[src/fir_filter_circular_assert.svh]
// Assertion helpers for the file that checks the filter sequencer.
`ifndef FIR_FILTER_CIRCULAR_ASSERT_SVH
`define FIR_FILTER_CIRCULAR_ASSERT_SVH

// Same-cycle implication, sampled on clk and off while rst_n is low.
`define FIRC_ASSERT_SAME(lbl, ante, cons, msg) \
  lbl: assert property (@(posedge clk) disable iff (!rst_n) (ante) |-> (cons)) else $error(msg);

// Next-cycle implication, sampled on clk and off while rst_n is low.
`define FIRC_ASSERT_NEXT(lbl, ante, cons, msg) \
  lbl: assert property (@(posedge clk) disable iff (!rst_n) (ante) |=> (cons)) else $error(msg);

`endif

[src/firc_pkg.sv]
package firc_pkg;

  localparam int unsigned TAPS_DEF     = 512;
  localparam int unsigned SAMPLE_W_DEF = 16;
  localparam int unsigned COEF_W_DEF   = 16;
  localparam int unsigned TAP_INDEX_W  = 9;

  typedef enum logic {
    CMD_LOAD   = 1'b0,
    CMD_SAMPLE = 1'b1
  } firc_cmd_t;

  typedef enum logic [2:0] {
    S_IDLE,
    S_RUN,
    S_DRAIN,
    S_ROUND,
    S_OUTPUT
  } firc_state_t;

  // Per-cycle command for every cell of the tap chain.
  typedef struct packed {
    logic shift_in;  // new sample enters cell 0, history moves one cell up
    logic rotate;    // every cell takes the pair of its upper neighbor
  } firc_cell_ctl_t;

endpackage

[src/firc_cell.sv]
module firc_cell #(
  parameter int unsigned SAMPLE_WIDTH = 16,
  parameter int unsigned COEF_WIDTH   = 16
) (
  input  logic                        clk,
  input  logic                        rst_n,
  input  firc_pkg::firc_cell_ctl_t    ctl,
  input  logic                        coef_we,
  input  logic [COEF_WIDTH-1:0]       coef_in,
  input  logic [SAMPLE_WIDTH-1:0]     samp_left,
  input  logic [SAMPLE_WIDTH-1:0]     samp_right,
  input  logic [COEF_WIDTH-1:0]       coef_right,
  output logic [SAMPLE_WIDTH-1:0]     samp,
  output logic [COEF_WIDTH-1:0]       coef
);

  logic [SAMPLE_WIDTH-1:0] samp_r, samp_nxt;
  logic [COEF_WIDTH-1:0]   coef_r, coef_nxt;

  always_comb begin
    samp_nxt = samp_r;
    coef_nxt = coef_r;
    if (ctl.rotate) begin
      samp_nxt = samp_right;
      coef_nxt = coef_right;
    end else if (ctl.shift_in) begin
      samp_nxt = samp_left;
    end
    if (coef_we) begin
      coef_nxt = coef_in;
    end
  end

  always_ff @(posedge clk) begin
    if (!rst_n) begin
      samp_r <= '0;
      coef_r <= '0;
    end else begin
      samp_r <= samp_nxt;
      coef_r <= coef_nxt;
    end
  end

  assign samp = samp_r;
  assign coef = coef_r;

endmodule

[config.mk]
export PLATFORM = sky130hd
export DESIGN_NAME = firc_cell
export DESIGN_NICKNAME = d
export VERILOG_FILES = /design/src/fir_filter_circular_assert.svh /design/src/firc_pkg.sv /design/src/firc_cell.sv
export SDC_FILE = /design/constraint.sdc
export NUM_CORES = 1
export LEC_CHECK = 0
export BUFFER_PORTS_ARGS = -buffer_cell sky130_fd_sc_hd__buf_4
export CAP_MARGIN = 20
export CELL_PAD_IN_SITES_DETAIL_PLACEMENT = 1
export CELL_PAD_IN_SITES_GLOBAL_PLACEMENT = 1
export CORE_UTILIZATION = 31
export DETAILED_ROUTE_END_ITERATION = 16
export PLACE_DENSITY_LB_ADDON = 0.1
export SKIP_LAST_GASP = 1
export SYNTH_ARGS = -nofsm -noshare
export SYNTH_HDL_FRONTEND = slang
export SYNTH_SLANG_ARGS = --single-unit
[constraint.sdc]
create_clock -name clk -period 1.3 [get_ports clk]
set_input_delay 0.195 -clock clk [delete_from_list [all_inputs] [get_ports clk]]
set_output_delay 0.195 -clock clk [all_outputs]
set_load 0.02 [all_outputs]
-- Word-level counts from Yosys, hierarchy flattened
Cells that the tools add are included.
- magnitude comparators: 0
- add/subtract/negate cells: 0
- reduce and logical (&&, ||, !) cells: 2
- muxes and demuxes: 4
- shift-type cells: 0
- equal/unequal tests: 0
- $mul: 0
- bitwise operators: 0
- div/mod/pow operators: 0
- operators by type and width (operator ; number):
    2-to-1 mux 16 bit ; 4
    nonzero test 2 bit ; 2
- word-level logic and storage cells: 8
- bits in read-only memories: 0
- RAM bits: 0
- flip-flop bits (word level): 32
- memories kept: 0
- bits in latches: 0

-- Longest topological paths before layout
Gate-level depths: netlist (run 1).
- depth in word-level cells: 2
- gate-level depth with buffers: 4
- mapped depth without buffers: 2

-- Least setup slack after synthesis (run 1)
Ideal clock, no wire load.
- path type: input port to flip-flop
- start point: input ctl[1] (netlist bit)
- end point: register samp_r[10] (netlist: samp[10])
- stages on the path: 4
- path buffers: 2
- library setup time: 116 ps
- path slack: 260 ps
- arrival time: 923 ps
- cells stage by stage: buf_6 > buf_12 > mux2_4 > o211a_1
- longest elaborated chain between the ends: 1
- ends and longest elaborated chain (element ; line ; RTL):
    from (decl) ; firc_cell.sv:7 ; input firc_pkg::firc_cell_ctl_t ctl,
    nonzero test 2 bit (no line) ; -- ;
    to (signal assigned) ; firc_cell.sv:39 ; samp_r <= samp_nxt;
    to (decl) ; firc_cell.sv:17 ; logic [SAMPLE_WIDTH-1:0] samp_r, samp_nxt;
No other way between the ends.
A chain may end at the register's enable or synchronous reset.

-- Final worst setup path (run 1)
- start point: register coef_r[7] (netlist: coef[7])
- end point: output coef[7]
- RTL lines (element ; line ; RTL):
    from (decl) ; firc_cell.sv:18 ; logic [COEF_WIDTH-1:0] coef_r, coef_nxt;
    from (signal assigned) ; firc_cell.sv:40 ; coef_r <= coef_nxt;
    to (decl) ; firc_cell.sv:14 ; output logic [COEF_WIDTH-1:0] coef
No word-level cell between the ends.

==> out/results.ini, run 1 <==
[grt]
grt_pass1_wl_mm = 6.789
overflow = 0
first_global_vias = 1469
grt_max_degree = 33
antenna_found_initial = 0
grt.total_usage = 0.1633

[sta]
period_share = 0.7466
slew_violations = 0
min_period_ps = 970.5
relSlewSlack = 0.7631
rsz0062_at_grt = no
setup_tns_ps = 0
setup_violations = 0
clock-skew-final_ps = 0
worstMarginPinSlew_ps = 355.3
clock.fmax_mhz = 1030
hold_viol = 0

[placement]
placed_cells_incl_taps = 299
port_buffers = 100
globalplace.congestion = 0.6700
dp_hpwl_mm = 3.516

[hold_path]
holdPathEnd = samp[6]$_SDFFE_PN0P_
hp-start = samp_right[6]
hold_depth = 3
min_path_type = in -> reg

[synthesis]
synthCells = 141
ys.flop_type = dfxtp_1
synth.top_cell.area_share = 0.3902
synth_area_leader_cell = dfxtp_1
yosysUniqueCellTypes = 10
ys_warn_count = 0
synthTopCellsByArea = dfxtp_1, o211a_1, mux2_2
synth_edf_count = 0
seq_area_frac_synth = 0.3902
syn_avg_cell_area_um2 = 11.64
synthArstFlopShare = 0
synthTopCellsByCount = dfxtp_1, o211a_1, nand2b_1
ys_seq_elements = 32
synthesis.area_um2 = 1642
synth_nets = 210

[setup_path]
cpMaxStageDelayCell = dfxtp_1
reg2regPathDepth = 2
crit_path_start = coef[7]$_SDFFE_PN0P_
cpPeakStageDelay_ps = 350
crit_fanout = 2
crit_chain = buf_4
crit_path_end_kind = output pin
r2r_start = samp[2]$_SDFFE_PN0P_
start_kind = flop
path_delay_family = flip-flops
cp.required_ps = 1110
worst-setup-path-type = reg -> out
r2r_end = samp[2]$_SDFFE_PN0P_
r2r_slack_ps = 410
arrival_ps = 780
cp.buffers_inverters = 1

[die]
core_area_um2 = 5107
core.rowCount = 26
die-width_um = 74.77
die_y_um = 74.77
io_pins = 101
die_area_um2 = 5591
initial_core_util = 0.3214

[routing]
first_iter_violations = 45
ant_nets = 0
via_per_inst = 4.769
avgRoutedWirePerCell_um = 15.26
wl_mm = 4.686
vias = 1464
drc_errors = 0
drt-pass1-iter-count = 4

[cells_and_area]
num-fill-cells = 592
drive_above_1_share = 0.5865
multi_input_area_um2 = 919.6
finalNonFillerCells = 307
n_antenna_cell = 0
syn2layout_area_growth_pct = 52.06
nets = 305
seq_area_um2 = 640.6

[power_and_ir_drop]
peakVddDrop_v = 0.0005029
p_leak_uw = 0.001396
power_density_nw_per_um2 = 1014

[clock_tree]
worstSkewPairLatency_ps = 270
holdBufCountCts = 0
cts_resized = 0
cts_setup_buffers = 0
cts_buffer_depth = 2
htreeDepth = 2
cts_tree = done
clk_pin_slew_ps = 70
root_buffer = clkbuf_8
cts_num_sinks = 32
cts-buffers-inserted = 5

[status]
status = complete, no violations

[flow_run]
max_cap_violations = 0

[metal layers]
metal / GRT usage / up-vias / wire length, um
li1: - / 698 / -
met1: 0.1566 / 692 / 1747
met2: 0.3163 / 63 / 2490
met3: 0.05087 / 11 / 346
met4: 0.07338 / 0 / 101
met5: 0 / - / 0
[worst reg2reg max path: stages, from the launching register on]
cell and delay [ps]:
dfxtp_1 310, mux2_4 270, o211a_1 210
[cells in the final DEF, fill, tap and decap left out]
cell,instances
nand2b_1,31
or2b_1,1
clkbuf_1,2
mux2_4,10
buf_4,101
clkbuf_8,6
mux2_2,22
dfxtp_1,32
o211a_1,32
[final cells by class]
class / instances / area share
clock buffers: 8 / 0.03609
flip-flops and latches: 32 / 0.2566
repair buffers: 101 / 0.3038
well taps: 70 / 0.03509
multi-input cells: 96 / 0.3684
[per-stage QoR]
stage,hold WS [ps],utilization,power [uW],setup WS [ps],instance area (um2)
floorplan,328.4,-,1473,260.3,1642
global placement,507.8,0.4711,1748,167.1,2406
detailed placement,518.8,0.4711,1782,89.94,2406
CTS,223.0,0.4887,2577,312.4,2496
global route,231.7,0.4887,2666,294.6,2496
finish,227.3,0.4887,2530,329.5,2496
[how the worst max path moves through the flow]
stage	endpoint	depth (start not counted)
detailed placement	samp[15]$_SDFFE_PN0P_	4
CTS	samp[9]	1
global route	coef[7]	1
finish	coef[7]	1
floorplan	samp[10]$_SDFFE_PN0P_	4
global placement	samp[14]$_SDFFE_PN0P_	3
[where the power goes]
group / total (uW) / leakage (uW) / internal (uW) / switching [uW]
clock: 779 / 0.0000455 / 431 / 348
sequential: 1100 / 0.000267 / 1060 / 40.4
combinational: 654 / 0.00108 / 385 / 269
total: 2530 / 0.00140 / 1870 / 657
[kinds of logic after synthesis]
kind of cell,Yosys count,share of synthesized area
compound gates,32,0.1951
mux,32,0.2424
flops,32,0.3902
simple gates,32,0.1227
buf+inv,13,0.04954
[sequential cells by signal, summed over array words and instances (netlist names)]
signal,flops
samp,16
coef,16
Power figures use the tool's default switching activity.
==> run 2, diff against run 1 <==
==> constraint.sdc (replaced) <==
create_clock -name clk -period 0.96 [get_ports clk]
set_input_delay 0.144 -clock clk [delete_from_list [all_inputs] [get_ports clk]]
set_output_delay 0.144 -clock clk [all_outputs]
set_load 0.02 [all_outputs]
==> run 2 against run 1 <==
Sequential power increased by 35%. Largest power group unchanged. Largest cell class unchanged. Worst setup slack got worse by 280 ps. Global-route usage decreased by 0.25 points.
==> out/results.ini, run 2 (synthesized netlist as in run 1, its figures left out) <==
[cells_and_area]
drive_above_1_share = 0.6008
final_common_cell = buf_4
fin_util = 0.4956
n_antenna_cell = 0
syn2layout_area_growth_pct = 54.19
nets = 307
mostFrequentLayoutCells = buf_4, o211a_1, nand2b_1, dfxtp_1, mux2_2

[sta]
min_period_ps = 915.0
period_share = 0.9531
slew_violations = 0
setup_violations = 0
hold_ws_ps = 178.4
clock.fmax_mhz = 1093
rsz0062_at_grt = no
setup_tns_ps = 0
worstMarginPinSlew_ps = 359.5
relSlewSlack = 0.7604
hold_viol = 0
clock-skew-final_ps = 0
fin_ws_ps = 45.02

[placement]
dp_hpwl_mm = 3.401
globalplace.congestion = 0.6730
pre_cts_ws_ps = -162.0
port_buffers = 100

[clock_tree]
clk_pin_slew_ps = 60
htreeDepth = 2
cts_tree = done
root_buffer = clkbuf_8
cts-buffers-inserted = 5
cts_num_sinks = 32
worstSkewPairLatency_ps = 280
cts_setup_buffers = 0
cts_buffer_depth = 2

[power_and_ir_drop]
pwr-share-comb = 0.257
peakVddDrop_v = 0.0005532
sw_frac_of_total = 0.2562
power_density_nw_per_um2 = 1382
p_seq_frac = 0.424
p_clk_frac = 0.319
intPower_uw = 2603
p_leak_uw = 0.001416
switchingPower_uw = 896.5

[setup_path]
start_kind = flop
worst-setup-path-type = reg -> out
cpPeakStageDelay_ps = 340
crit_chain = buf_4
cp.buffers_inverters = 1
crit_fanout = 2
arrival_ps = 770
cpMaxStageDelayCell = dfxtp_1
path_delay_family = flip-flops
cp.required_ps = 820
crit_path_end_kind = output pin

[die]
initial_core_util = 0.3214
die_y_um = 74.77
die-width_um = 74.77
core.rowCount = 26
io_pins = 101
die_area_um2 = 5591
core_area_um2 = 5107

[hold_path]
min_path_type = in -> reg

[grt]
grt_pass1_wl_mm = 6.651
grt.total_usage = 0.1608
overflow = 0
antenna_found_initial = 0
first_global_vias = 1544
grt_max_degree = 33

[routing]
ant_nets = 0
drc_errors = 0
first_iter_violations = 9
avgRoutedWirePerCell_um = 14.68
drt-pass1-iter-count = 5
vias = 1458
via_per_inst = 4.734
wl_mm = 4.522

[flow_run]
max_cap_violations = 0

[status]
status = complete, no violations

[run 2: repair_timing]
item	CTS	global route
endpoints found under the setup margin	0	1
hold buffers	0	0
resized for setup	0	1
[run 2: power groups by stage]
stage	clock network [uW]	logic (uW)	registers [uW]
2_1_floorplan	0	367	1630
3_5_place_dp	0	909	1510
5_1_grt	1210	961	1500
6_report	1120	899	1480
3_3_place_gp	0	875	1500
4_1_cts	1170	913	1480
[run 2: per-stage QoR]
step | instance area, um2 | cells | total power (uW)
2_1_floorplan | 1650 | 141 | 1998
3_3_place_gp | 2434 | 301 | 2379
3_5_place_dp | 2434 | 301 | 2422
4_1_cts | 2530 | 308 | 3564
5_1_grt | 2531 | 308 | 3664
6_report | 2531 | 308 | 3499
[run 2: worst paths after layout]
kind	startpoint	to	slack, ps	cells past startpoint
worst min register to register	coef[8]$_SDFFE_PN0P_	coef[8]$_SDFFE_PN0P_	610	2
worst min-delay path	coef_in[3]	coef[3]$_SDFFE_PN0P_	180	3
worst max-delay path	coef[0]$_SDFFE_PN0P_	coef[0]	50	1
worst max register to register	coef[0]$_SDFFE_PN0P_	coef[0]$_SDFFE_PN0P_	50	2
[run 2: worst min-delay path, delay by kind of cell]
family                 cells  cell delay, ps
AO/OA/AOI/OAI              1             130
buffers and inverters      1              70
AND/OR/NAND/NOR            1              80
[run 2: cell type report]
type                            instances  area, um2
Fill cell                             580       2576
Multi-Input combinational cell         96      919.6
Timing Repair Buffer                  103      785.8
Sequential cell                        32      641.9
Clock buffer                            7      96.34
Tap cell                               70      87.58
[run 2: layer usage]
metal  track usage  vias up  wire length [um]
met5             0        -                 0
met4       0.07757        0               120
met3       0.05622       11               348
met2        0.3133       66              2438
met1        0.1467      680              1615
li1              -      701                 -
==> run 3, diff against run 2 <==
==> constraint.sdc (replaced) <==
create_clock -name clk -period 0.9 [get_ports clk]
set_input_delay 0.135 -clock clk [delete_from_list [all_inputs] [get_ports clk]]
set_output_delay 0.135 -clock clk [all_outputs]
set_load 0.02 [all_outputs]
==> run 3 against run 2 <==
The flow now finishes with violations (negative setup slack). Non-clock buffer count increased by 1. First-iteration DRC count grew 120%. Wire length grew 1.2%. Worst hold slack lost 7.2 ps. Die area did not move. Global-route usage down 0.066 points. Clock skew unchanged. Sequential cell count unchanged. Sequential share of layout area decreased by 0.22 points. Critical path type is now reg -> reg. Critical endpoint is now samp[4]$_SDFFE_PN0P_.
==> out/results.ini, run 3 (synthesized netlist as in run 1, its figures left out) <==
[cells_and_area]
nets = 308
n_antenna_cell = 0
final_common_cell = buf_4
fin_util = 0.5301
mostFrequentLayoutCells = buf_4, o211a_1, dfxtp_2
drive_above_1_share = 0.7322
syn2layout_area_growth_pct = 64.94

[clock_tree]
worstSkewPairLatency_ps = 270
clk_pin_slew_ps = 70
cts-buffers-inserted = 5
root_buffer = clkbuf_8
cts_num_sinks = 32
cts_tree = done
htreeDepth = 2
cts_buffer_depth = 2
holdBufCountCts = 0

[placement]
pre_cts_ws_ps = -201.1
port_buffers = 100
dp_hpwl_mm = 3.451
globalplace.congestion = 0.6613

[setup_path]
crit_path_end_kind = flop
worst-setup-path-type = reg -> reg
start_kind = flop
crit_chain = mux2_4 -> o211a_1
crit_fanout = 2
cp.required_ps = 1060
arrival_ps = 1080
r2r_start = samp[4]$_SDFFE_PN0P_
r2r_slack_ps = -20
reg2regPathDepth = 2
cpPeakStageDelay_ps = 320
r2r_end = samp[4]$_SDFFE_PN0P_
cpMaxStageDelayCell = dfxtp_2

[sta]
clock-skew-final_ps = 0
rsz0062_at_grt = yes
slew_violations = 0
setup_tns_ps = -22.90
period_share = 1.017
clock.fmax_mhz = 1093
worstMarginPinSlew_ps = 349.8
fin_ws_ps = -15.08
hold_ws_ps = 171.2
setup_violations = 2
min_period_ps = 915.1
relSlewSlack = 0.7668
hold_viol = 0

[power_and_ir_drop]
peakVddDrop_v = 0.0005826
power_uw = 3839
power_density_nw_per_um2 = 1418
pwr-share-comb = 0.269
p_clk_frac = 0.308
sw_frac_of_total = 0.2523
p_leak_uw = 0.001465
switchingPower_uw = 968.6
intPower_uw = 2871
p_seq_frac = 0.423

[grt]
grt_pass1_wl_mm = 6.610
grt-busiest-layer = met2
overflow = 0
grtUsageMet1 = 0.1546
use_met3 = 0.05221
first_global_vias = 1530
grt_max_degree = 33
grt.total_usage = 0.1601
antenna_found_initial = 0
met2_usage = 0.3103

[routing]
via_per_inst = 4.822
avgRoutedWirePerCell_um = 14.81
wl_mm = 4.577
vias = 1490
first_iter_violations = 20
drt-pass1-iter-count = 4
drc_errors = 0
ant_nets = 0

[die]
core.rowCount = 26
initial_core_util = 0.3214
core_area_um2 = 5107
die_y_um = 74.77
io_pins = 101
die-width_um = 74.77
die_area_um2 = 5591

[hold_path]
hold_depth = 3
hp-start = coef_in[11]
holdPathEnd = coef[11]$_SDFFE_PN0P_
min_path_type = in -> reg

[status]
violations = negative setup slack
status = finished, violations left

[flow_run]
max_cap_violations = 0

run 3: changes by cell type in the layout (fill, tap and decap cells not counted):
cell     change
buf_12       +2
buf_4       -29
buf_6       +28
dfxtp_1     -31
dfxtp_2     +31
run 3: worst max path at each step:
stage,from,endpoint,slack (ps),cells after the start
final,samp[4]$_SDFFE_PN0P_,samp[4]$_SDFFE_PN0P_,-20,2
after global routing,samp[4]$_SDFFE_PN0P_,samp[4]$_SDFFE_PN0P_,-30,2
after CTS,samp[4]$_SDFFE_PN0P_,samp[4]$_SDFFE_PN0P_,-20,2
after detailed placement,ctl[1],samp[14]$_SDFFE_PN0P_,-200,3
after global placement,ctl[1],samp[13]$_SDFFE_PN0P_,-180,3
after floorplan,ctl[1],samp[10]$_SDFFE_PN0P_,-80,4
run 3: per-layer routing:
metal  up-vias  routed length [um]
li1        704                   -
met1       709                1680
met2        67                2467
met3        10                 321
met5         -                   0
met4         0                 108
run 3: metrics by stage:
step,cell area (um2),cells
after detailed placement,2494,302
after CTS,2603,309
after global placement,2494,302
final,2708,309
after global routing,2708,309
after floorplan,1685,141
run 3: area by class of cell:
class / count / area (um2)
well taps: 70 / 87.58
repair buffers: 104 / 923.4
clock buffers: 7 / 96.34
multi-input cells: 96 / 919.6
fillers: 549 / 2400
flip-flops and latches: 32 / 680.7
run 3: timing repair:
item / CTS / global route
buffers inserted: 0 / 0
endpoints found under the setup margin: 7 / 49
endpoints found under the hold margin: 0 / 0
gates resized for setup: 6 / 32
run 3: power groups by stage:
stage / clock network, uW / registers [uW] / logic, uW
5_1_grt: 1300 / 1640 / 1110
4_1_cts: 1240 / 1600 / 993
2_1_floorplan: 0 / 1760 / 395
6_report: 1180 / 1620 / 1030
3_3_place_gp: 0 / 1620 / 953
3_5_place_dp: 0 / 1630 / 986
run 3: worst max-delay path, delay by kind of cell (launching register included):
kind | cells | cell delay (ps)
multiplexers | 1 | 270
flip-flops | 1 | 320
AO/OA/AOI/OAI | 1 | 210
