[config.mk]
export PLATFORM = sky130hd
export DESIGN_NAME = firc_mac
export DESIGN_NICKNAME = d
export VERILOG_FILES = /design/src/fir_filter_circular_assert.svh /design/src/firc_mac.sv
export SDC_FILE = /design/constraint.sdc
export NUM_CORES = 1
export LEC_CHECK = 0
export BUFFER_PORTS_ARGS = -buffer_cell sky130_fd_sc_hd__buf_2
export CAP_MARGIN = 20
export CORE_MARGIN = 4
export CORE_UTILIZATION = 55
export CTS_BUF_LIST = sky130_fd_sc_hd__clkbuf_4 sky130_fd_sc_hd__clkbuf_8
export CTS_CLUSTER_DIAMETER = 30
export DETAILED_ROUTE_END_ITERATION = 8
export PLACE_DENSITY_LB_ADDON = 0.05
export SETUP_SLACK_MARGIN = 0.4
export SLEW_MARGIN = 30
export SYNTH_ARGS = -nofsm -noshare
export SYNTH_HDL_FRONTEND = slang
export SYNTH_SLANG_ARGS = --single-unit
export TNS_END_PERCENT = 10
[constraint.sdc]
create_clock -name clk -period 9.2 [get_ports clk]
set_input_delay 2.3 -clock clk [delete_from_list [all_inputs] [get_ports clk]]
set_output_delay 2.3 -clock clk [all_outputs]
set_load 0.1 [all_outputs]
[src/fir_filter_circular_assert.svh]
// Assertion helpers for the file that checks the filter sequencer.
`ifndef FIR_FILTER_CIRCULAR_ASSERT_SVH
`define FIR_FILTER_CIRCULAR_ASSERT_SVH

// Same-cycle implication, sampled on clk and off while rst_n is low.
`define FIRC_ASSERT_SAME(lbl, ante, cons, msg) \
  lbl: assert property (@(posedge clk) disable iff (!rst_n) (ante) |-> (cons)) else $error(msg);

// Next-cycle implication, sampled on clk and off while rst_n is low.
`define FIRC_ASSERT_NEXT(lbl, ante, cons, msg) \
  lbl: assert property (@(posedge clk) disable iff (!rst_n) (ante) |=> (cons)) else $error(msg);

`endif

[src/firc_mac.sv]
module firc_mac #(
  parameter int unsigned TAPS         = 512,
  parameter int unsigned SAMPLE_WIDTH = 16,
  parameter int unsigned COEF_WIDTH   = 16
) (
  input  logic                           clk,
  input  logic                           rst_n,
  input  logic                           issue,
  input  logic                           acc_clr,
  input  logic                           round_en,
  input  logic signed [SAMPLE_WIDTH-1:0] samp,
  input  logic signed [COEF_WIDTH-1:0]   coef,
  output logic [SAMPLE_WIDTH-1:0]        result
);

  localparam int unsigned PROD_W = SAMPLE_WIDTH + COEF_WIDTH;
  localparam int unsigned FULL_W = PROD_W + $clog2(TAPS);
  // The sum wraps at 64 bits; below that it is wide enough never to wrap.
  localparam int unsigned ACC_W  = (FULL_W > 64) ? 64 : FULL_W;
  localparam int unsigned RND_W  = (ACC_W == 64) ? 64 : ACC_W + 1;
  localparam int unsigned SH_W   = RND_W - (COEF_WIDTH - 1);

  localparam logic [RND_W-1:0] HALF = RND_W'(1) << (COEF_WIDTH - 2);
  localparam logic signed [SH_W-1:0] SAT_HI =
    {{(SH_W - SAMPLE_WIDTH + 1){1'b0}}, {(SAMPLE_WIDTH - 1){1'b1}}};
  localparam logic signed [SH_W-1:0] SAT_LO =
    {{(SH_W - SAMPLE_WIDTH + 1){1'b1}}, {(SAMPLE_WIDTH - 1){1'b0}}};

  logic signed [PROD_W-1:0] prod_r, prod_nxt;
  logic                     pvld_r;
  logic signed [ACC_W-1:0]  acc_r, acc_nxt;
  logic signed [RND_W-1:0]  rnd_sum;
  logic signed [SH_W-1:0]   rnd_r, rnd_nxt;

  always_comb begin
    prod_nxt = samp * coef;
    acc_nxt  = acc_r;
    if (acc_clr) begin
      acc_nxt = '0;
    end else if (pvld_r) begin
      acc_nxt = acc_r + ACC_W'(prod_r);
    end
    rnd_sum = $signed(RND_W'(acc_r) + HALF);
    rnd_nxt = SH_W'(rnd_sum >>> (COEF_WIDTH - 1));
  end

  always_ff @(posedge clk) begin
    if (!rst_n) begin
      pvld_r <= 1'b0;
    end else begin
      pvld_r <= issue;
    end
  end

  always_ff @(posedge clk) begin
    if (issue) begin
      prod_r <= prod_nxt;
    end
    acc_r <= acc_nxt;
    if (round_en) begin
      rnd_r <= rnd_nxt;
    end
  end

  always_comb begin
    if (rnd_r > SAT_HI) begin
      result = SAT_HI[SAMPLE_WIDTH-1:0];
    end else if (rnd_r < SAT_LO) begin
      result = SAT_LO[SAMPLE_WIDTH-1:0];
    end else begin
      result = rnd_r[SAMPLE_WIDTH-1:0];
    end
  end

endmodule

# Word-level counts from Yosys, hierarchy flattened
# Index checks and enable logic that the tools add are counted.
# word_totals
ff_bits,101
wordCells,11
# classes
addsub,2
mul,1
magnitude_cmp,2
muxes,2
# op_table
op,n
$add 41x16->42 const B,1
$add 41x32->41,1
$mul 16x16->32,1
$mux 16,2
$gt 27x16->1 const B,1
$lt 27x16->1 const B,1

# Longest topological paths before layout
# Gate-level depths: netlist of the first run.
# depth
word_depth,3
depth_mapped,25

# Least setup slack after synthesis of the first run
# OpenSTA, ideal clock, no wires.
# synth_timing
kind,input -> register
start,input samp[15]
end,"register prod_r[31], data pin"
setup_ns,0.260
arrival_time_ns,8.144
setup_slack_ns,0.796
cell_stages,22
cell_sequence,clkbuf_1 > nand2_1 > fa_1 > inv_1 > fa_1 > fa_1 > fa_1 > fa_1 > inv_1 > fa_1 > inv_1 > ha_1 > clkbuf_1 > o21a_1 > o211ai_1 > inv_1 > nand3_1 > o221ai_1 > nand4_1 > a21boi_0 > o22ai_1 > xnor2_1
# synth_between
elab_chain_cells,1
# synth_rtl
item,line,rtl
start: declaration,firc_mac.sv:11,"input logic signed [SAMPLE_WIDTH-1:0] samp,"
$mul 16x16->32,firc_mac.sv:36,prod_nxt = samp * coef;
named net prod_nxt[31],firc_mac.sv:29,"logic signed [PROD_W-1:0] prod_r, prod_nxt;"
end signal: assignment,firc_mac.sv:57,prod_r <= prod_nxt;
end: declaration,firc_mac.sv:29,
# The timed path passes the listed nets, and every way through them passes these cells.
# A chain may end at the register's enable or synchronous reset.

# Final worst setup path of the first run
# layout_timing
start,input samp[5]
end,"register prod_r[24], data pin"
# The elaborated chain is that of the path after synthesis.

==> impl_metrics.ini, run 1 <==
[sta]
period_share_pct = 87.5
tightest_slew_ns = 0.912
skew_ns = 0.0184
setup_ws_ns = 1.15
min_period_ns = 8.05
setup_viol = 0
tns_ns = 0
fmax_mhz = 124
rsz0062_at_grt = no
slew_viol_final = 0
slew-limit-headroom_pct = 39.2
hold_viol = 0

[floorplanning]
die_area_mm2 = 0.0319
io_pins = 53
dieHeight_um = 179
core_mm2 = 0.0287
rows = 62
start_util_pct = 55.7
die_w_um = 179

[worst_setup_path]
endpoint_kind = flip-flop
cp-start-kind = input pin
arrival_ns = 8.18
path_max_fanout = 16
critPathKind = input pin to flip-flop
required_ns = 9.33

[outcome]
status = finished, final reports clean

[synth]
synth-seq-cells = 101
synthCells = 1756
yosys_warnings = 0
syn_area_mm2 = 0.0160
yosysUniqueCellTypes = 65
synth_edf_count = 59
synth_nets = 2179
ys.flop_type = edfxtp_1
synthArstFlopShare_pct = 0
syn_avg_cell_area_um2 = 9.11
ys_seq_area_share_pct = 16.3

[job]
maxCapViolCount = 0

[route]
ant_nets = 0
met3WireLength_mm = 1.63
routed.top_layer = met4
dr.pass1.iters = 5
wl_met1_mm = 16.8
route.vias.total = 11500
totalWireLength_mm = 35.0
drc = 0
wire_per_inst_um = 16.3
drt_iter0_markers = 509
viasPerCell = 5.33
wl_met2_mm = 15.8

[clock_network]
cts_resized = 0
cts_buffer_depth = 2
ctsHoldBuffers = 0
cts.sinks = 101
worstSkewPairLatency_ns = 0.38
postCtsSetupBuffers = 0
clockRootBuffer = clkbuf_8
numCtsBuffers = 9
cts_max_level = 3
clkTransAtPathRegs_ns = 0.10
cts_tree = yes

[finish]
antenna_cells = 0
nNetsFinal = 2185
drive_gt1_share_pct = 4.98
synthToLayoutAreaGrowth_pct = 4.64

[global_route]
antenna_found_initial = 0
grt_pass1_wl_mm = 59.8
overflow = 0
grt_use_total_pct = 23.3
grt_pass1_vias = 11900
grt_max_degree = 47

[placed_design]
gp_congestion = 0.900
buffer_ports.inserted = 52
dp_slack_ns = 0.730
dp_hpwl_mm = 28.8

[min_path]
hp-class = flip-flop to flip-flop
## Yosys cell counts, types with 19 or more instances
master | n | area [µm²]
dfxtp_1 | 42 | 841
a21o_1 | 25 | 188
mux2i_1 | 19 | 190
a21oi_1 | 71 | 355
fa_1 | 263 | 5270
inv_1 | 340 | 1280
clkbuf_1 | 57 | 214
o21ai_0 | 37 | 185
nand2_1 | 172 | 646
ha_1 | 123 | 1540
and2_1 | 125 | 782
edfxtp_1 | 59 | 1770
nand3_1 | 35 | 175
xor2_1 | 27 | 236
o21a_1 | 29 | 218
xnor2_1 | 58 | 508
nor2_1 | 99 | 372
## kinds of logic after synthesis
kind of cell / share of synthesized area (%)
AOI/OAI and AO/OA: 10.0
xor gates and xnor gates: 4.65
adders and majority gates: 42.5
buffers and inverters: 9.43
DFF: 16.3
muxes: 1.26
and+or+nand+nor: 15.8
## routing by layer
metal,track usage (%),vias up
met3,2.50,35
met2,37.4,236
met4,5.79,0
met1,34.2,5599
met5,0,-
li1,-,5586
## metrics by stage
step,hold WS [ns],instances,utilization [%],area (µm²)
6_report,0.502,2151,58.3,16700
5_1_grt,0.533,2151,58.3,16700
4_1_cts,0.507,2151,58.3,16700
2_1_floorplan,0.463,1756,-,16000
3_5_place_dp,0.482,2135,57.7,16600
3_3_place_gp,0.472,2135,57.6,16500
## critical path, cell delays in order
cell and delay [ns]:
buf_2 0.21, and2_1 0.21, fa_1 0.53, inv_1 0.05, fa_1 0.55, fa_1 0.44
fa_1 0.50, inv_1 0.05, fa_1 0.52, inv_1 0.05, fa_1 0.52, inv_1 0.04
ha_1 0.35, a21oi_1 0.15, o21ai_0 0.11, or3_1 0.34, o211a_1 0.29, a211o_1 0.34
a21oi_1 0.25, o21bai_1 0.09, a21oi_1 0.17, xnor2_1 0.08
## state kept, by name, summed over array words and instances (netlist names)
register,flops
acc_r,41
prod_r,32
pvld_r,1
rnd_r,27
## layout make-up
class                      count  area, µm²
clock inverter                 6       51.3
timing repair buffer          56        290
clock buffer                  10        138
multi-input combinational   1254      11900
tap                          384        480
fill                        2596      12000
sequential                   101       2610
inverter                     340       1280
## placed cells by master (no fill, tap or decap), types with 52 or more instances in the layout
master    instances
a21oi_1          71
and2_1          125
buf_2            52
edfxtp_1         59
fa_1            263
ha_1            123
inv_1           340
nand2_1         172
nor2_1           99
xnor2_1          58
## path summary, 6_finish.rpt
kind                  start  cells past startpoint  slack [ns]    endpoint
setup / recovery    samp[5]                     22        1.15  prod_r[24]
setup reg to reg  prod_r[8]                      9        6.09   acc_r[28]
hold reg to reg    acc_r[9]                      2        0.50    acc_r[9]
hold / removal     acc_r[9]                      2        0.50    acc_r[9]
Power of run 1 is not shown: default switching activity piles up to over one toggle a cycle in this logic, so the estimate is an artifact.
==> run 2, diff against run 1 <==
--- a/config.mk
+++ b/config.mk
@@ -7,10 +7,12 @@
 export LEC_CHECK = 0
 export BUFFER_PORTS_ARGS = -buffer_cell sky130_fd_sc_hd__buf_2
 export CAP_MARGIN = 20
+export CORE_ASPECT_RATIO = 0.7
 export CORE_MARGIN = 4
 export CORE_UTILIZATION = 55
 export CTS_BUF_LIST = sky130_fd_sc_hd__clkbuf_4 sky130_fd_sc_hd__clkbuf_8
 export CTS_CLUSTER_DIAMETER = 30
+export CTS_CLUSTER_SIZE = 20
 export DETAILED_ROUTE_END_ITERATION = 8
 export PLACE_DENSITY_LB_ADDON = 0.05
 export SETUP_SLACK_MARGIN = 0.4
==> impl_metrics.ini, run 2 (synthesis gave the netlist of run 1 again) <==
[worst_setup_path]
rrSetupSlack_ns = 6.00
arrival_ns = 8.39
endpoint_kind = flip-flop
required_ns = 9.34
critPathKind = input pin to flip-flop
r2r_start = prod_r[8]
timing.rr.end = acc_r[23]
path_max_fanout = 16
cp-start-kind = input pin
r2r_cells = 10

[finish]
antenna_cells = 0
nNetsFinal = 2191
instances_no_fill = 2144
fill_cells = 2602
largest-register = acc_r
final_area_mm2 = 0.0168
layout_common_cells = inv_1, fa_1, nand2_1
final_common_cell = inv_1
largest_register_ffs = 41
synthToLayoutAreaGrowth_pct = 4.97
drive_gt1_share_pct = 5.25
reg_top3 = acc_r (41), prod_r (32), rnd_r (27)

[job]
maxCapViolCount = 0

[floorplanning]
rows = 51
die_w_um = 212
io_pins = 53
die_area_mm2 = 0.0319
start_util_pct = 56.7
core_mm2 = 0.0282
dieHeight_um = 151

[outcome]
status = finished, final reports clean

[placed_design]
gp_congestion = 0.873
dp_hpwl_mm = 28.6
place_inst = 2128
post_dp_cell_area_mm2 = 0.0166
buffer_ports.inserted = 52

[min_path]
whs_path_depth = 2
hp-class = flip-flop to flip-flop
holdPathEnd = acc_r[11]
holdCritStartpoint = acc_r[11]

[route]
wl_met1_mm = 16.4
totalWireLength_mm = 35.0
drt_iter0_markers = 845
dr.pass1.iters = 5
wire_per_inst_um = 16.3
route.vias.total = 11700
wl_met2_mm = 16.5
ant_nets = 0
viasPerCell = 5.48
routed.top_layer = met4
met3WireLength_mm = 1.68
drc = 0

[sta]
tightest_slew_ns = 0.927
hold_viol = 0
rsz0062_at_grt = no
slew_viol_final = 0
period_share_pct = 89.7
min_period_ns = 8.25
setup_viol = 0
skew_ns = 0.0110
slew-limit-headroom_pct = 38.2
tns_ns = 0
fmax_mhz = 121

[global_route]
grt_max_degree = 47
grt_pass1_vias = 12400
grt_pass1_wl_mm = 60.7
antenna_found_initial = 0
overflow = 0
grt_use_total_pct = 23.5

[clock_network]
ctsHoldBuffers = 0
clkTransAtPathRegs_ns = 0.10
cts.sinks = 101
cts_max_level = 3
worstSkewPairLatency_ns = 0.39
postCtsSetupBuffers = 0
cts_resized = 0
numCtsBuffers = 9
cts_tree = yes
clockRootBuffer = clkbuf_8
cts_buffer_depth = 2
## run 2: cell count changes in the layout (fill, tap and decap cells not counted), sizes merged
| cell | before | now |
|---|---|---|
| buf | 56 | 62 |
| inv | 344 | 342 |
| bufinv | 0 | 2 |
| clkinvlp | 0 | 2 |
| clkinv | 2 | 0 |
## run 2: worst max path at each step
stage	slack, ns	endpoint	start
global placement	0.68	prod_r[31]	coef[6]
CTS	1.0	prod_r[31]	samp[15]
finish	0.95	prod_r[31]	samp[15]
detailed placement	0.58	prod_r[31]	samp[15]
floorplan	0.80	prod_r[31]	samp[15]
global route	0.52	prod_r[31]	samp[15]
## run 2: routing by layer
metal  track usage (%)  up-vias
li1                  -     5574
met1              33.3     5887
met2              39.8      250
met3              3.48       37
met4              3.35        0
met5                 0        -
## run 2: per-stage QoR
step	utilization [%]	hold WS [ns]	setup slack, ns
5_1_grt	59.5	0.538	0.521
3_3_place_gp	58.7	0.476	0.684
2_1_floorplan	-	0.463	0.796
4_1_cts	59.5	0.502	0.996
3_5_place_dp	58.7	0.488	0.579
6_report	59.5	0.503	0.946
## run 2: layout make-up
type                            count  area (µm²)  area share, %
Clock inverter                      6        95.1          0.566
Timing Repair Buffer               62         335           2.00
Tap cell                          371         464           2.76
Clock buffer                       10         131          0.782
Sequential cell                   101        2610           15.6
Inverter                          340        1280           7.60
Multi-Input combinational cell   1254       11900           70.7
## run 2: worst max-delay path, cell delays in order
cell	delay, ns
buf_2	0.25
nand2_1	0.21
fa_1	0.79
inv_1	0.10
fa_1	0.50
buf_4	0.22
fa_1	0.56
fa_1	0.44
fa_1	0.55
inv_1	0.06
fa_1	0.52
inv_1	0.04
ha_1	0.39
o211ai_1	0.15
inv_1	0.08
nand3_1	0.07
o221ai_1	0.39
nand4_1	0.16
a21boi_0	0.34
o22ai_1	0.14
xnor2_1	0.14
Power of run 2 is left out for the same reason.
==> run 3, diff against run 2 <==
--- a/config.mk
+++ b/config.mk
@@ -5,7 +5,6 @@
 export SDC_FILE = /design/constraint.sdc
 export NUM_CORES = 1
 export LEC_CHECK = 0
-export BUFFER_PORTS_ARGS = -buffer_cell sky130_fd_sc_hd__buf_2
 export CAP_MARGIN = 20
 export CORE_ASPECT_RATIO = 0.7
 export CORE_MARGIN = 4
@@ -14,6 +13,7 @@
 export CTS_CLUSTER_DIAMETER = 30
 export CTS_CLUSTER_SIZE = 20
 export DETAILED_ROUTE_END_ITERATION = 8
+export DONT_BUFFER_PORTS = 1
 export PLACE_DENSITY_LB_ADDON = 0.05
 export SETUP_SLACK_MARGIN = 0.4
 export SLEW_MARGIN = 30
==> impl_metrics.ini, run 3 (synthesis gave the netlist of run 1 again) <==
[outcome]
status = finished, final reports clean

[finish]
final_core_util_pct = 58.4
nNetsFinal = 2132
final_common_cell = inv_1
regArea_mm2 = 0.00261
synthToLayoutAreaGrowth_pct = 3.02
reg_top3 = acc_r (41), prod_r (32), rnd_r (27)
largest-register = acc_r
drive_gt1_share_pct = 1.98
fill_cells = 2588
largest_register_ffs = 41
antenna_cells = 0
layout_common_cells = inv_1, fa_1, nand2_1
multi_input_comb_area_mm2 = 0.0119

[clock_network]
cts.sinks = 101
clkTransAtPathRegs_ns = 0.09
cts_resized = 0
numCtsBuffers = 9
cts_buffer_depth = 2
clockRootBuffer = clkbuf_8
worstSkewPairLatency_ns = 0.40
postCtsSetupBuffers = 0
cts_tree = yes
ctsHoldBuffers = 0
cts_max_level = 3

[sta]
tns_ns = 0
rsz0062_at_grt = no
skew_ns = 0.0142
setup_viol = 0
min_period_ns = 8.08
tightest_slew_ns = 0.992
hold_viol = 0
fmax_mhz = 124
slew-limit-headroom_pct = 33.9
period_share_pct = 87.8
slew_viol_final = 0
setup_ws_ns = 1.12

[route]
route.vias.total = 11500
drc = 0
totalWireLength_mm = 34.9
ant_nets = 0
viasPerCell = 5.52
wire_per_inst_um = 16.7
dr.pass1.iters = 5
drt_iter0_markers = 706

[placed_design]
dp_slack_ns = 0.628
dp_hpwl_mm = 28.2
gp_congestion = 0.893
buffer_ports.inserted = 0

[floorplanning]
dieHeight_um = 151
io_pins = 53
rows = 51
start_util_pct = 56.7
die_area_mm2 = 0.0319
core_mm2 = 0.0282
die_w_um = 212

[job]
maxCapViolCount = 0

[worst_setup_path]
critPathKind = input pin to flip-flop
arrival_ns = 8.23
path_max_fanout = 16
required_ns = 9.35
r2r_cells = 10
endpoint_kind = flip-flop
cp-start-kind = input pin

[global_route]
overflow = 0
antenna_found_initial = 1
grt_pass1_vias = 12100
grt_max_degree = 47
grt_use_total_pct = 23.8
grt_pass1_wl_mm = 60.9

[min_path]
hp-class = flip-flop to flip-flop
whs_path_depth = 2
-- run 3: final cells by class --
cell class,count,area share [%]
timing repair buffer,3,0.137
inverter,340,7.74
clock buffer,11,0.881
multi-input combinational,1254,72.1
clock inverter,5,0.501
tap,371,2.82
sequential,101,15.9
-- run 3: critical path, cell delays in order --
cell	delay, ns
nand2_1	0.11
fa_1	0.76
inv_1	0.10
fa_1	0.91
fa_1	0.52
fa_1	0.47
fa_1	0.55
inv_1	0.05
fa_1	0.53
inv_1	0.04
ha_1	0.40
o21a_1	0.16
o211ai_1	0.10
inv_1	0.08
nand3_1	0.08
o221ai_1	0.32
nand4_1	0.17
a21boi_0	0.31
o22ai_1	0.13
xnor2_1	0.14
-- run 3: path summary, 6_finish.rpt --
path | start | endpoint | slack [ns]
hold reg to reg | acc_r[9] | acc_r[9] | 0.51
setup / recovery | samp[15] | prod_r[31] | 1.12
setup reg to reg | prod_r[8] | acc_r[23] | 5.94
hold / removal | acc_r[9] | acc_r[9] | 0.51
-- run 3: metrics by stage --
step           instance area [µm²]  hold slack [ns]  std cells
3_5_place_dp                 16300            0.488       2069
5_1_grt                      16500            0.536       2085
2_1_floorplan                16000            0.463       1756
6_report                     16500            0.505       2085
3_3_place_gp                 16300            0.477       2069
4_1_cts                      16500            0.501       2085
-- run 3: per-layer routing --
metal / wire length, µm / vias to the layer above / GRT usage [%]
met1: 16300 / 5738 / 34.3
li1: - / 5470 / -
met5: 0 / - / 0
met3: 1750 / 51 / 3.40
met4: 612 / 0 / 4.96
met2: 16300 / 254 / 39.0
Power of run 3 is left out for the same reason.
